$ cat config.mk
export PLATFORM = sky130hd
export DESIGN_NAME = sfpr_front
export DESIGN_NICKNAME = d
export VERILOG_FILES = /design/src/sfpr_pkg.sv /design/src/sfpr_front.sv
export SDC_FILE = /design/constraint.sdc
export NUM_CORES = 2
export LEC_CHECK = 0
export BUFFER_PORTS_ARGS = -buffer_cell sky130_fd_sc_hd__buf_2
export CAP_MARGIN = 20
export CORE_UTILIZATION = 69
export DETAILED_ROUTE_END_ITERATION = 10
export PLACE_DENSITY = 0.89
export SETUP_SLACK_MARGIN = 0.1
export SLEW_MARGIN = 20
export SYNTH_ARGS = -nofsm -noshare
export SYNTH_HDL_FRONTEND = slang
export SYNTH_SLANG_ARGS = --single-unit
export TNS_END_PERCENT = 50
$ cat constraint.sdc
create_clock -name clock -period 19.68 [get_ports clock]
set_input_delay 1.968 -clock clock [delete_from_list [all_inputs] [get_ports clock]]
set_output_delay 1.968 -clock clock [all_outputs]
set_load 0.01 [all_outputs]
$ cat src/sfpr_pkg.sv
// Shared types and constants for the scaled fixed-point ratio core.
`default_nettype none

package sfpr_pkg;

   localparam int DATA_W_DEF = 64;
   localparam int FIELD_W    = 64;
   localparam int SCALE_W    = 20;
   localparam int STATUS_W   = 2;

   localparam logic [SCALE_W-1:0] SCALE_RESET = SCALE_W'(100000);

   localparam logic [STATUS_W-1:0] STATUS_OK  = STATUS_W'(0);
   localparam logic [STATUS_W-1:0] STATUS_NEG = STATUS_W'(1);
   localparam logic [STATUS_W-1:0] STATUS_OVF = STATUS_W'(2);

   typedef enum logic [1:0] {
      KIND_DIV,
      KIND_PASS,
      KIND_NEG,
      KIND_OVF
   } kind_type;

   typedef struct packed {
      logic     valid;
      kind_type kind;
   } sfpr_ctl_type;

   typedef struct packed {
      logic signed [FIELD_W-1:0] numerator_total;
      logic signed [FIELD_W-1:0] denominator_total;
   } sfpr_req_type;

   typedef struct packed {
      logic signed [FIELD_W-1:0] ratio;
      logic [STATUS_W-1:0]       status;
   } sfpr_rsp_type;

endpackage

`default_nettype wire

$ cat src/sfpr_front.sv
// Front stages: request classification, scaled product and overflow check.
`default_nettype none

module sfpr_front
   import sfpr_pkg::*;
#(
   parameter int DATA_WIDTH = DATA_W_DEF,
   localparam int MagW = DATA_WIDTH - 1
) (
   input  wire logic                  clock,
   input  wire logic                  reset,
   input  wire logic                  enable,
   input  wire logic [SCALE_W-1:0]    scale,
   input  wire logic                  up_valid,
   input  wire sfpr_req_type          up_data,
   output sfpr_ctl_type               dn_ctl,
   output logic [MagW-1:0]            dn_rem,
   output logic [MagW-1:0]            dn_work,
   output logic [DATA_WIDTH-1:0]      dn_aux
);

   localparam int LoW   = (MagW + 1) / 2;
   localparam int HiW   = MagW - LoW;
   localparam int LoPW  = LoW + SCALE_W;
   localparam int HiPW  = HiW + SCALE_W;
   localparam int ProdW = MagW + SCALE_W;
   localparam int CmpW  = (SCALE_W > DATA_WIDTH) ? SCALE_W : DATA_WIDTH;

   logic [DATA_WIDTH-1:0] num;
   logic [DATA_WIDTH-1:0] den;

   sfpr_ctl_type          a_ctl_ff, a_ctl_in;
   logic [DATA_WIDTH-1:0] a_aux_ff, a_aux_in;
   logic [LoPW-1:0]       a_plo_ff, a_plo_in;
   logic [HiPW-1:0]       a_phi_ff, a_phi_in;

   sfpr_ctl_type          b_ctl_ff;
   logic [DATA_WIDTH-1:0] b_aux_ff;
   logic [ProdW-1:0]      b_prod_ff, b_prod_in;

   sfpr_ctl_type          c_ctl_ff, c_ctl_in;
   logic [DATA_WIDTH-1:0] c_aux_ff;
   logic [MagW-1:0]       c_rem_ff, c_rem_in;
   logic [MagW-1:0]       c_work_ff, c_work_in;

   logic [CmpW-1:0]       hi_ext;
   logic [CmpW-1:0]       den_ext;
   logic                  ovf;

   always_comb begin
      num = up_data.numerator_total[DATA_WIDTH-1:0];
      den = up_data.denominator_total[DATA_WIDTH-1:0];
      a_ctl_in.valid = up_valid;
      if (den == '0 || den[DATA_WIDTH-1]) begin
         a_ctl_in.kind = KIND_PASS;
         a_aux_in      = num;
      end else if (num[DATA_WIDTH-1]) begin
         a_ctl_in.kind = KIND_NEG;
         a_aux_in      = den;
      end else begin
         a_ctl_in.kind = KIND_DIV;
         a_aux_in      = den;
      end
      a_plo_in = LoPW'(num[LoW-1:0]) * LoPW'(scale);
      a_phi_in = HiPW'(num[MagW-1:LoW]) * HiPW'(scale);
   end

   assign b_prod_in = (ProdW'(a_phi_ff) << LoW) + ProdW'(a_plo_ff);

   always_comb begin
      hi_ext   = CmpW'(b_prod_ff[ProdW-1:MagW]);
      den_ext  = CmpW'(b_aux_ff);
      ovf      = hi_ext >= den_ext;
      c_ctl_in = b_ctl_ff;
      if (b_ctl_ff.kind == KIND_DIV && ovf) begin
         c_ctl_in.kind = KIND_OVF;
      end
      c_rem_in  = hi_ext[MagW-1:0];
      c_work_in = b_prod_ff[MagW-1:0];
   end

   always_ff @(posedge clock) begin
      if (reset) begin
         a_ctl_ff <= '0;
         b_ctl_ff <= '0;
         c_ctl_ff <= '0;
      end else if (enable) begin
         a_ctl_ff <= a_ctl_in;
         b_ctl_ff <= a_ctl_ff;
         c_ctl_ff <= c_ctl_in;
      end
   end

   always_ff @(posedge clock) begin
      if (enable) begin
         a_aux_ff  <= a_aux_in;
         a_plo_ff  <= a_plo_in;
         a_phi_ff  <= a_phi_in;
         b_aux_ff  <= a_aux_ff;
         b_prod_ff <= b_prod_in;
         c_aux_ff  <= b_aux_ff;
         c_rem_ff  <= c_rem_in;
         c_work_ff <= c_work_in;
      end
   end

   assign dn_ctl  = c_ctl_ff;
   assign dn_rem  = c_rem_ff;
   assign dn_work = c_work_ff;
   assign dn_aux  = c_aux_ff;

endmodule

`default_nettype wire

==> results by group <==
CTS
  – CTS buffer count: 44
  – Root Driver: clkbuf_16
  – Setup bufs post-CTS: 0
  – CTS tree: done
  – CTS clock-pin slew for the worst setup and hold paths: 0.07 ns
  – Num Clock Sinks: 470
  – Hold-fix buffers, CTS: 0
  – Clock Path Buffers: 3
  – Worst skew pair latency: 0.62 ns
  – H-tree depth: 2
  – Gates resized, CTS repair: 0

STA
  – Minimum clock period after layout: 9.160 ns
  – Slew @ Worst Pin: 1.243 ns
  – Worst setup margin: 10.52 ns
  – Period utilization: 0.4655
  – Final clock skew: approximately 0.044 ns
  – Unrepaired setup endpoints after global routing: false
  – Fin. Hold Viols: 0
  – Worst slew margin: 0.1660
  – F_max: 109.2 MHz
  – Finish-stage setup viols: 0
  – TNS Setup: 0 ns
  – Max-slew violation count: 0

Critical path
  – Critical path type: in2reg
  – Worst reg-to-reg setup slack: between 15 and 20 ns
  – Worst path buffer plus inverter count: 5
  – Most frequent CP cell: fa_1
  – Crit path max-delay cell type: buf_4
  – CP startpoint kind: primary input
  – Slowest stage delay, CP: 0.72 ns
  – Family with the most delay on the worst path: adder cells
  – Critical path data required time: 20.00 ns
  – Cell Chain, Critical Path: buf_2 -> buf_4 -> nand2_1 -> fa_1 -> fa_1 -> fa_1 -> inv_1 -> fa_1 -> fa_1 -> fa_1 -> inv_1 -> fa_1 -> inv_1 -> ha_1 -> a21oi_1 -> o21ai_0 -> a2111o_1 -> o21ba_2 -> o31ai_1 -> a31oi_2 -> a31oi_4 -> a21oi_1 -> xor2_1
  – Worst-path maximum fanout: 63
  – Crit path DAT: between 9 and 10 ns
  – Crit end category: register

Global route
  – First-pass GRT wire length: about 250 mm
  – Pin count of the biggest net entering global routing: about 190
  – Number of global-route vias before repair: about 45000
  – Antenna violations before repair: 11
  – Remaining global-route overflow: 0
  – GRT Util Overall: 0.3790

Drt
  – Violation count after the first detailed-route iteration: between 3000 and 4000
  – WL/cell: 22.71 um
  – Routed WL: 157.8 mm
  – Drt first pass iters: 6
  – Final routed DRC violation total: 0
  – Via-to-Cell Ratio: 6.001
  – Via count: 41700
  – Post-route ant nets: 0

Die
  – Row count: 106
  – Ports: 345
  – Die span in x: roughly 290 um
  – Core Area: 83820 sq um
  – Die Y-Extent: 293.2 um
  – Die area: 85950 sq um
  – Initial Util: 0.6979

Synth
  – Syn Std Cell Area: slightly below 60000 sq um
  – Ys async rst share: 0
  – Post-synth top area share: 0.3610
  – Ranking of synthesized cells by area: fa_1, edfxtp_1, ha_1
  – Most used DFF post-synth: edfxtp_1
  – Register area share after synthesis: 0.2397
  – Syn avg cell area: between 10 and 15 sq um
  – Ys Warns: 0
  – #FFs+latches synth: between 400 and 500
  – Post-synth top area cell: fa_1
  – Synth unique cells: 78
  – Post-synth EDFFs: around 460
  – Cell count after synthesis: 5705

Worst hold path
  – Hold Path Class: reg2reg

Place
  – Hpwl dp: 114.5 mm
  – Cell Area, Placed: 60350 sq um
  – GPL Wtd Cong: 0.9619
  – PortBufs: 301
  – DP Worst Slack: 10.06 ns

Layout
  – Fin util: 0.7373
  – Commonest non-fill, non-tap cell in the layout: inv_1
  – Design area: between 60000 and 70000 sq um
  – Nets: 7342
  – Share of cells above drive strength 1: 0.08442
  – Synthesis-to-finish area growth: 5.638%
  – Filler cells: 5440
  – Most frequent cells in the layout: inv_1, fa_1, nand2_1

Run
  – Max-cap viol count: 0

Outcome
  – Outcome: completed
==> cells by family after synthesis <==
| kind of cell | Yosys count | share of synthesized area |
|---|---|---|
| simple gates | 1676 | 0.1418 |
| fa+ha+maj | 1418 | 0.4387 |
| xor+xnor | 141 | 0.02111 |
| mux | 69 | 0.01315 |
| flops | 470 | 0.2397 |
| buf+inv | 1540 | 0.1018 |
| compound gates | 390 | 0.04378 |
| other cells | 1 | 0.00006410 |
==> layer usage <==
metal / share of wire / GRT usage / vias to the layer above
met5: 0.000076 / 0 / -
met4: 0.077 / 0.2378 / 2
met3: 0.13 / 0.1019 / 791
met2: 0.46 / 0.6021 / 2746
met1: 0.34 / 0.4635 / 20710
li1: - / - / 17450
==> stage by stage <==
| step | instances | hold slack (ns) |
|---|---|---|
| global placement | 6860 | 0.4007 |
| detailed placement | 6860 | 0.4045 |
| floorplan | 5747 | 0.4003 |
| global route | 6943 | 0.4137 |
| finish | 6949 | 0.4031 |
| CTS | 6938 | 0.4060 |
==> Yosys cell counts (39+ instances only) <==
| cell type | number |
|---|---|
| nand2_1 | 790 |
| nor2_1 | 91 |
| nand3_1 | 39 |
| xnor2_1 | 82 |
| buf_4 | 44 |
| a21o_1 | 78 |
| fa_1 | 1055 |
| a21oi_1 | 126 |
| ha_1 | 363 |
| xor2_1 | 59 |
| o21ai_0 | 63 |
| edfxtp_1 | 461 |
| and2_1 | 583 |
| mux2_2 | 63 |
| inv_1 | 1187 |
| clkbuf_1 | 301 |
==> sequential cells by signal, summed over array words and instances (netlist names) <==
name / flops
b_prod_ff: 83
a_aux_ff: 64
b_aux_ff: 64
dn_aux: 64
dn_work: 63
a_plo_ff: 52
a_phi_ff: 51
dn_rem: 20
a_ctl_ff: 3
b_ctl_ff: 3
dn_ctl: 3
==> path summary, 6_finish.rpt <==
path,start,endpoint,depth (start not counted)
setup / recovery,scale[6],a_phi_ff[49]$_DFFE_PP_,23
hold / removal,a_aux_ff[46]$_DFFE_PP_,b_aux_ff[46]$_DFFE_PP_,0
hold reg to reg,a_aux_ff[46]$_DFFE_PP_,b_aux_ff[46]$_DFFE_PP_,0
setup reg to reg,a_plo_ff[34]$_DFFE_PP_,b_prod_ff[65]$_DFFE_PP_,9
==> layout make-up <==
cell class / count / area, sq um / share of cell area
tap: 1134 / 1419 / 0.02296
clock buffer: 49 / 1120 / 0.01812
sequential: 470 / 14020 / 0.2269
inverter: 1187 / 4456 / 0.07210
clock inverter: 29 / 301.5 / 0.004879
antenna: 11 / 27.53 / 0.0004454
timing repair buffer: 332 / 1764 / 0.02855
multi-input combinational: 3737 / 38690 / 0.6260
Power is not shown: default switching activity piles up to over one toggle a cycle in this logic, so the estimate is an artifact.
