`config.mk`:
```
export PLATFORM = sky130hd
export DESIGN_NAME = sfpr_cell
export DESIGN_NICKNAME = d
export VERILOG_FILES = /design/src/sfpr_pkg.sv /design/src/sfpr_cell.sv
export SDC_FILE = /design/constraint.sdc
export NUM_CORES = 1
export LEC_CHECK = 0
export BUFFER_PORTS_ARGS = -buffer_cell sky130_fd_sc_hd__buf_2
export CORE_ASPECT_RATIO = 1.4
export CORE_UTILIZATION = 30
export CTS_CLUSTER_SIZE = 28
export DETAILED_ROUTE_END_ITERATION = 8
export MAX_ROUTING_LAYER = met4
export PLACE_DENSITY = 0.52
export SLEW_MARGIN = 20
export SYNTH_ARGS = -nofsm -noshare
export SYNTH_HDL_FRONTEND = slang
export SYNTH_SLANG_ARGS = --single-unit
```
`constraint.sdc`:
```
create_clock -name clock -period 5.1 [get_ports clock]
set_clock_uncertainty 0.2 [all_clocks]
set_input_delay 1.275 -clock clock [delete_from_list [all_inputs] [get_ports clock]]
set_output_delay 1.275 -clock clock [all_outputs]
set_load 0.005 [all_outputs]
```
`src/sfpr_pkg.sv`:
```
// Shared types and constants for the scaled fixed-point ratio core.
`default_nettype none

package sfpr_pkg;

   localparam int DATA_W_DEF = 64;
   localparam int FIELD_W    = 64;
   localparam int SCALE_W    = 20;
   localparam int STATUS_W   = 2;

   localparam logic [SCALE_W-1:0] SCALE_RESET = SCALE_W'(100000);

   localparam logic [STATUS_W-1:0] STATUS_OK  = STATUS_W'(0);
   localparam logic [STATUS_W-1:0] STATUS_NEG = STATUS_W'(1);
   localparam logic [STATUS_W-1:0] STATUS_OVF = STATUS_W'(2);

   typedef enum logic [1:0] {
      KIND_DIV,
      KIND_PASS,
      KIND_NEG,
      KIND_OVF
   } kind_type;

   typedef struct packed {
      logic     valid;
      kind_type kind;
   } sfpr_ctl_type;

   typedef struct packed {
      logic signed [FIELD_W-1:0] numerator_total;
      logic signed [FIELD_W-1:0] denominator_total;
   } sfpr_req_type;

   typedef struct packed {
      logic signed [FIELD_W-1:0] ratio;
      logic [STATUS_W-1:0]       status;
   } sfpr_rsp_type;

endpackage

`default_nettype wire

```
`src/sfpr_cell.sv`:
```
// One restoring division cell: produces one quotient bit per request.
`default_nettype none

module sfpr_cell
   import sfpr_pkg::*;
#(
   parameter int DATA_WIDTH = DATA_W_DEF,
   localparam int MagW = DATA_WIDTH - 1
) (
   input  wire logic                  clock,
   input  wire logic                  reset,
   input  wire logic                  enable,
   input  wire sfpr_ctl_type          up_ctl,
   input  wire logic [MagW-1:0]       up_rem,
   input  wire logic [MagW-1:0]       up_work,
   input  wire logic [DATA_WIDTH-1:0] up_aux,
   output sfpr_ctl_type               dn_ctl,
   output logic [MagW-1:0]            dn_rem,
   output logic [MagW-1:0]            dn_work,
   output logic [DATA_WIDTH-1:0]      dn_aux
);

   sfpr_ctl_type          ctl_ff;
   logic [MagW-1:0]       rem_ff, rem_in;
   logic [MagW-1:0]       work_ff, work_in;
   logic [DATA_WIDTH-1:0] aux_ff;

   logic [DATA_WIDTH-1:0] trial;
   logic [DATA_WIDTH:0]   diff;
   logic                  fits;

   always_comb begin
      trial = {up_rem, up_work[MagW-1]};
      diff  = {1'b0, trial} - {1'b0, up_aux};
      fits  = ~diff[DATA_WIDTH];
      if (up_ctl.kind == KIND_DIV) begin
         rem_in  = fits ? diff[MagW-1:0] : trial[MagW-1:0];
         work_in = {up_work[MagW-2:0], fits};
      end else begin
         rem_in  = up_rem;
         work_in = up_work;
      end
   end

   always_ff @(posedge clock) begin
      if (reset) begin
         ctl_ff <= '0;
      end else if (enable) begin
         ctl_ff <= up_ctl;
      end
   end

   always_ff @(posedge clock) begin
      if (enable) begin
         rem_ff  <= rem_in;
         work_ff <= work_in;
         aux_ff  <= up_aux;
      end
   end

   assign dn_ctl  = ctl_ff;
   assign dn_rem  = rem_ff;
   assign dn_work = work_ff;
   assign dn_aux  = aux_ff;

endmodule

`default_nettype wire

```
==> metrics.md, run 1 <==
| Metric | Value |
|---|---|
| CP most frequent cell | a211oi_1 |
| Min-Delay Path Depth | 2 |
| GRT overflow | 0 |
| Synthesis-to-finish area growth | 28.1% |
| Max-cap violations | 0 |
| Area after DPL | 14300 µm² |
| Die Footprint | around 39000 µm² |
| Synth Area in XOR/XNOR | 0.0392 |
| Depth of the CTS H-tree | 4 |
| Final worst-path cycle share | 0.892 |
| Mux share of post-synthesis cell area | 0.0173 |
| Total setup buffers inserted after CTS | 0 |
| CP Capture Type | flop |
| Die H | about 230 µm |
| Final TNS setup | 0 ns |
| Slowest cell on the critical path | a311oi_1 |
| Ys Warns | 0 |
| WP data required | 5.08 ns |
| R2R cell count | 2 |
| Crit-path cells | buf_2 -> inv_1 -> ha_1 -> nor2b_1 -> o2111ai_1 -> a211oi_1 -> a311oi_1 -> or3b_1 -> nand3_1 -> a21oi_1 -> o41ai_2 -> a211oi_1 -> xor2_1 -> o31ai_1 |
| Later-pin clock latency in the skew report | about 0.45 ns |
| F_max | 220 MHz |
| Pre-Repair DR Iteration Count | 5 |
| Ports | just under 400 |
| First-pass GRT wire length | 57000 µm |
| # rows | 84 |
| Post-synthesis compound-gate area fraction | 0.167 |
| Unrepaired setup endpoints after global routing | false |
| Die X-Extent | ~170 µm |
| Layout cell share with drive strength beyond 1 | 0.287 |
| Clock buffer count from CTS | 17 |
| Clock Sinks | 193 |
| HP Class | reg -> reg |
| Synth async-reset ratio | 0 |
| Area of the multi-input gates | 5340 µm² |
| Initial Utilization | 0.307 |
| Arr. time, crit path | 4.53 ns |
| Post-Route WL | 37000 µm |
| Seq/Total Area, Yosys | 0.497 |
| Initial antenna violation count | 7 |
| Routed Antenna Nets | 0 |
| PD cells | between 200 and 300 nW/µm² |
| EDFF count, synth | 190 |
| Filler cells | just under 4000 |
| Drt drc | 0 |
| Mean post-synth cell area | between 9 and 10 µm² |
| Final instance area | 14900 µm² |
| Clock root cell | clkbuf_16 |
| Vias per cell | just under 5 |
| Routed len/inst | approximately 18 µm |
| Main combinational cell family by area after synthesis | compound AO/OA/AOI/OAI gates |
| Number of global-route vias before repair | approximately 10000 |
| Synth Register Bits | about 190 |
| Max-slew violations | 0 |
| Final Hold Fails | 0 |
| CORE AREA | approximately 38000 µm² |
| DP HPWL | just under 30000 µm |
| Largest net degree at the start of global routing | 78 |
| Count of final setup violators | 0 |
| Via count | about 10000 |
| # nets final | ~1900 |
| CTS tree | yes |
| Relative slew margins | 0.386 |
| Status | finished, final reports clean |
| Synth Area in Simple Gates | 0.165 |
| VDD IR-drop max | between 0.1 and 0.15 mV |
| Port bufs | 388 |
| Post-Syn Area | between 10000 and 15000 µm² |
| Syn_nets | approximately 1500 |
| Leak Pwr | 6.94 nW |
| Cells after Synth | 1230 |
| Iteration-0 DRC Markers | 690 |
| Hold Buf Count CTS | 0 |
| Worst-path clk slew | around 0.080 ns |
| Synth cell types | 62 |
| Type of origin of the critical path | primary input |
| Adder-cell share of the synthesized area | 0.0707 |
| Least-Margin Pin Slew | 0.921 ns |
| GRT Resource Usage Total | 0.192 |
| Register area | a little under 6000 µm² |
| CTS Buffer Depth | 2 |
| Levels on crit path | 14 |
| RePlAce Congestion | between 0.8 and 0.9 |
| Top_reg_cell synth | edfxtp_1 |
| Worst path top cell family by delay | compound AO/OA/AOI/OAI gates |
| CP max FO | 4 |
| Fin crit period | ~4.5 ns |
| Post_cts resized | 0 |
| Setup CP Type | in -> reg |
| CP peak stage delay | about 0.4 ns |
| Critical path buffer and inverter count | 2 |
==> logic make-up after synthesis <==
logic type	count (synthesis)
muxes	20
AOI/OAI and AO/OA	315
adders and majority gates	65
xor gates and xnor gates	52
buffers and inverters	131
and+or+nand+nor	454
DFF	193
==> flip-flops by register name, indices dropped and copies added, names as in the netlist <==
| name | count |
|---|---|
| dn_aux | 64 |
| dn_ctl | 3 |
| dn_rem | 63 |
| dn_work | 63 |
==> cells in the final DEF (no fill, tap or decap), types with 10 or more instances in the layout <==
master     Yosys  layout
edfxtp_1     190     190
nand4_1       16      16
o21ai_0       88      88
o21a_1        12      12
nand3_1       17      17
inv_1         80      80
ha_1          64      64
nor3_1        11      11
nor2_1        78      77
buf_4          1      25
nand2_1      293     293
a21oi_1      110     110
buf_2         10     387
mux2i_1       20      20
clkbuf_16      0      17
a21o_1        36      36
xnor2_1       27      27
xor2_1        25      25
a31oi_1       10      10
==> power breakdown <==
| group | switching (mW) | leakage [nW] | internal [mW] |
|---|---|---|---|
| clock | 0.731 | 0.279 | 0.659 |
| combinational | 0.620 | 4.78 | 0.452 |
| sequential | 0.0360 | 1.88 | 1.91 |
==> worst register-to-register path, cell delays in order, from the launching register on <==
cell and delay [ns]:
dfxtp_1 0.32, mux2i_1 0.13, nor2_1 0.05
==> worst paths after layout <==
kind,startpoint,end,slack [ns]
worst max-delay path,up_aux[1],dn_rem[47],0.55
worst min register to register,dn_ctl[2],dn_ctl[2],0.29
worst min-delay path,dn_ctl[2],dn_ctl[2],0.29
worst max register to register,dn_ctl[1],dn_ctl[1],4.30
==> synth_stat cells, drive strengths merged (3+ instances only) <==
master | number | area share
o221ai | 3 | 0.0023
xnor2 | 27 | 0.020
a221oi | 3 | 0.0023
nor2b | 6 | 0.0032
nand2b | 6 | 0.0032
nand2 | 293 | 0.095
nor3 | 11 | 0.0047
and3 | 9 | 0.0049
mux2i | 20 | 0.017
a211oi | 8 | 0.0056
xor2 | 25 | 0.019
and2 | 3 | 0.0016
o211ai | 4 | 0.0026
nor2 | 78 | 0.025
edfxtp | 190 | 0.49
o21bai | 9 | 0.0058
a21oi | 111 | 0.048
o31ai | 8 | 0.0056
o21a | 12 | 0.0078
buf | 13 | 0.0056
o21ai | 90 | 0.040
a21o | 36 | 0.023
a31oi | 10 | 0.0054
nand3 | 17 | 0.0073
clkbuf | 38 | 0.012
ha | 64 | 0.069
nand4 | 17 | 0.010
inv | 80 | 0.026
dfxtp | 3 | 0.0052
a21boi | 3 | 0.0019
a31o | 3 | 0.0023
and4 | 4 | 0.0032
==> layout make-up <==
type                       instances  share of cell area
sequential                       193               0.388
multi-input combinational        906               0.359
timing repair buffer             419               0.152
tap                              473              0.0398
clock buffer                      17              0.0286
inverter                          80              0.0202
clock inverter                    15              0.0109
antenna                            7             0.00118
==> per-stage QoR <==
stage	power, mW	setup WS, ns	util	hold WS (ns)	std cells
after floorplan	2.58	0.652	-	0.285	1230
after global placement	3.05	0.131	0.377	0.269	2071
after detailed placement	3.06	0.0739	0.377	0.280	2071
after CTS	4.47	0.559	0.392	0.298	2103
after global routing	4.64	0.315	0.393	0.326	2110
final	4.41	0.553	0.393	0.293	2110
==> layer usage <==
metal  global-route usage  part of all wire
met1                0.211              0.41
met2                0.336              0.51
met3               0.0430             0.059
met4               0.0727             0.023
met5                    -                 0
(Power assumes the default switching activity.)
==> run 2, diff against run 1 <==
clock period = 4.65 ns   (was 5.1 ns; I/O delays follow)
==> run 2 against run 1 <==
Compared with the run above:
- register-to-register slack got worse by 0.43 ns
- sequential share of layout area is 0.62 points lower
- global-route usage up 0.16 points
- worst setup slack worse by 0.30 ns
- largest cell class unchanged
- critical path depth is 2 higher
- critical path type unchanged
- sequential cell count unchanged
- largest power group unchanged
- clock-buffer cell count stayed put
- combinational power up 12%
- clock power increased by 13%
==> metrics.md, run 2 (same netlist as run 1, synthesis figures left out) <==
| Metric | Value |
|---|---|
| Min-Delay Path Depth | 2 (unchanged) |
| Hold Buf Count CTS | 0 (unchanged) |
| Fin Hold WS | 0.298 ns (was 0.293 ns) |
| DP HPWL | 29000 µm (was 29200 µm) |
| Drt drc | 0 (unchanged) |
| # nets final | 1904 (was 1878) |
| # rows | 84 (unchanged) |
| Later-pin clock latency in the skew report | 0.45 ns (about the same) |
| Setup CP Type | in -> reg (unchanged) |
| First-pass GRT wire length | 57500 µm (was 57000 µm) |
| Clock root cell | clkbuf_16 (unchanged) |
| CTS Buffer Depth | 2 (unchanged) |
| Clock Sinks | 193 (unchanged) |
| R2R Path End | dn_ctl[0] (was dn_ctl[1]) |
| Register area | 5770 µm² (unchanged) |
| PD cells | 324 nW/µm² (was 297 nW/µm²) |
| Relative slew margins | 0.402 (was 0.386) |
| Ports | 389 (unchanged) |
| Initial antenna violation count | 10 (was 7) |
| Leading cell types in the layout, fill and taps excluded | buf_2 (387), nand2_1 (293), edfxtp_1 (190) (unchanged) |
| Count of final setup violators | 0 (unchanged) |
| Post-Place Cells | 2097 (was 2071) |
| Via count | 10500 (was 10300) |
| Clock buffer count from CTS | 17 (unchanged) |
| Post-Route WL | 37200 µm (was 37000 µm) |
| Worst-path clk slew | 0.08 ns (about the same) |
| Post-Layout Cell Count | 2138 (was 2110) |
| Routed len/inst | 17.4 µm (was 17.5 µm) |
| Max-cap violations | 0 (unchanged) |
| Arr. time, crit path | 4.41 ns (was 4.53 ns) |
| Final worst-path cycle share | 0.946 |
| Max FFs per register | 64 (unchanged) |
| Type of origin of the critical path | primary input (unchanged) |
| Filler cells | 3865 (was 3888) |
| Iteration-0 DRC Markers | 524 (was 690) |
| Depth of the CTS H-tree | 4 (unchanged) |
| Synthesis-to-finish area growth | 30.2% (was 28.1%) |
| Hold Path Origin | dn_ctl[2] (unchanged) |
| CP peak stage delay | 0.40 ns (about the same) |
| Post_cts resized | 0 (unchanged) |
| Final Hold Fails | 0 (unchanged) |
| RePlAce Congestion | 0.843 (was 0.833) |
| Crit-path cells | buf_2 -> inv_1 -> ha_1 -> fa_1 -> nor2b_1 -> o31ai_2 -> a2111oi_4 -> o2111ai_1 -> a211oi_2 -> buf_4 -> a31oi_1 -> o31a_1 -> o21ai_4 -> a21oi_1 -> mux2i_1 -> nand3_1 (was buf_2 -> inv_1 -> ha_1 -> nor2b_1 -> o2111ai_1 -> a211oi_1 -> a311oi_1 -> or3b_1 -> nand3_1 -> a21oi_1 -> o41ai_2 -> a211oi_1 -> xor2_1 -> o31ai_1) |
| GRT overflow | 0 (unchanged) |
| CP Capture Type | flop (unchanged) |
| Die X-Extent | 168 µm (unchanged) |
| Area of the multi-input gates | 5350 µm² (was 5340 µm²) |
| Fin crit period | 4.40 ns |
| CORE AREA | 37800 µm² (unchanged) |
| Initial Utilization | 0.307 (unchanged) |
| Die Footprint | 39500 µm² (unchanged) |
| Max-slew violations | 0 (unchanged) |
| Pwr Total | 4.90 mW (was 4.41 mW) |
| Slowest cell on the critical path | a2111oi_4 (was a311oi_1) |
| Status | finished, final reports clean (unchanged) |
| Largest net degree at the start of global routing | 83 (was 78) |
| Post-layout util | 0.399 (was 0.393) |
| F_max | ~230 MHz |
| CTS tree | yes (unchanged) |
| Routed Antenna Nets | 0 (unchanged) |
| Number of global-route vias before repair | 10500 (about the same) |
| Vias per cell | 4.89 (was 4.90) |
| Least-Margin Pin Slew | 0.897 ns (was 0.921 ns) |
| Port bufs | 388 (unchanged) |
| Total setup buffers inserted after CTS | 0 (unchanged) |
| Worst reg-to-reg setup slack | 3.87 ns (was 4.30 ns) |
| Worst r2r src | dn_ctl[0] (was dn_ctl[1]) |
| R2R cell count | 2 (unchanged) |
| HP Class | reg -> reg (unchanged) |
| VDD IR-drop max | 0.146 mV (was 0.136 mV) |
| Unrepaired setup endpoints after global routing | false (unchanged) |
| Leak Pwr | 7.09 nW (was 6.94 nW) |
| Pre-Repair DR Iteration Count | 5 (unchanged) |
| GRT Resource Usage Total | 0.194 (was 0.192) |
| Hold endpoint | dn_ctl[2] (unchanged) |
| CP max FO | 4 (unchanged) |
| Commonest non-fill, non-tap cell in the layout | buf_2 (unchanged) |
| Layout cell share with drive strength beyond 1 | 0.298 (was 0.287) |
| Die H | 235 µm (unchanged) |
| WP data required | 4.66 ns (was 5.08 ns) |
[run 2: layer usage]
metal	vias to the layer above	global-route usage	routed length, µm
met5	-	-	0
met4	0	0.0653	603
met3	33	0.0360	2110
met2	340	0.341	19200
met1	4898	0.219	15300
li1	5191	-	-
[run 2: how the worst max path moves through the flow]
stage / startpoint / to / slack (ns) / depth (start not counted)
global placement: up_work[62] / dn_rem[58] / -0.16 / 16
floorplan: up_work[62] / dn_rem[57] / 0.31 / 17
CTS: up_work[62] / dn_rem[58] / 0.26 / 16
detailed placement: up_work[62] / dn_rem[58] / -0.22 / 16
finish: up_work[62] / dn_rem[58] / 0.25 / 16
global route: up_work[62] / dn_rem[50] / 0.03 / 17
[run 2: final cells by class]
type                            count  area share
Clock inverter                     15      0.0123
Multi-Input combinational cell    906       0.354
Clock buffer                       17      0.0282
Tap cell                          473      0.0392
Timing Repair Buffer              445       0.163
Sequential cell                   193       0.382
Antenna cell                        9     0.00149
Inverter                           80      0.0199
[run 2: metrics by stage]
| stage | instance area (µm²) | TNS (ns) | setup WS (ns) |
|---|---|---|---|
| after floorplan | 11600 | 0 | 0.314 |
| after global placement | 14500 | -1.76 | -0.161 |
| after detailed placement | 14500 | -7.18 | -0.222 |
| after CTS | 15100 | 0 | 0.256 |
| after global routing | 15100 | 0 | 0.0350 |
| final | 15100 | 0 | 0.251 |
[run 2: power breakdown]
group | leakage (nW) | internal (mW) | switching, mW
Combinational | 4.91 | 0.516 | 0.686
Clock | 0.299 | 0.777 | 0.788
Sequential | 1.88 | 2.10 | 0.0376
[run 2: critical path: cells and delay by family]
kind	cells	cell delay, ns
buffers and inverters	3	0.31
AO/OA/AOI/OAI	8	1.82
adder cells (fa/ha/maj)	2	0.62
multiplexers	1	0.16
AND/OR/NAND/NOR	2	0.33
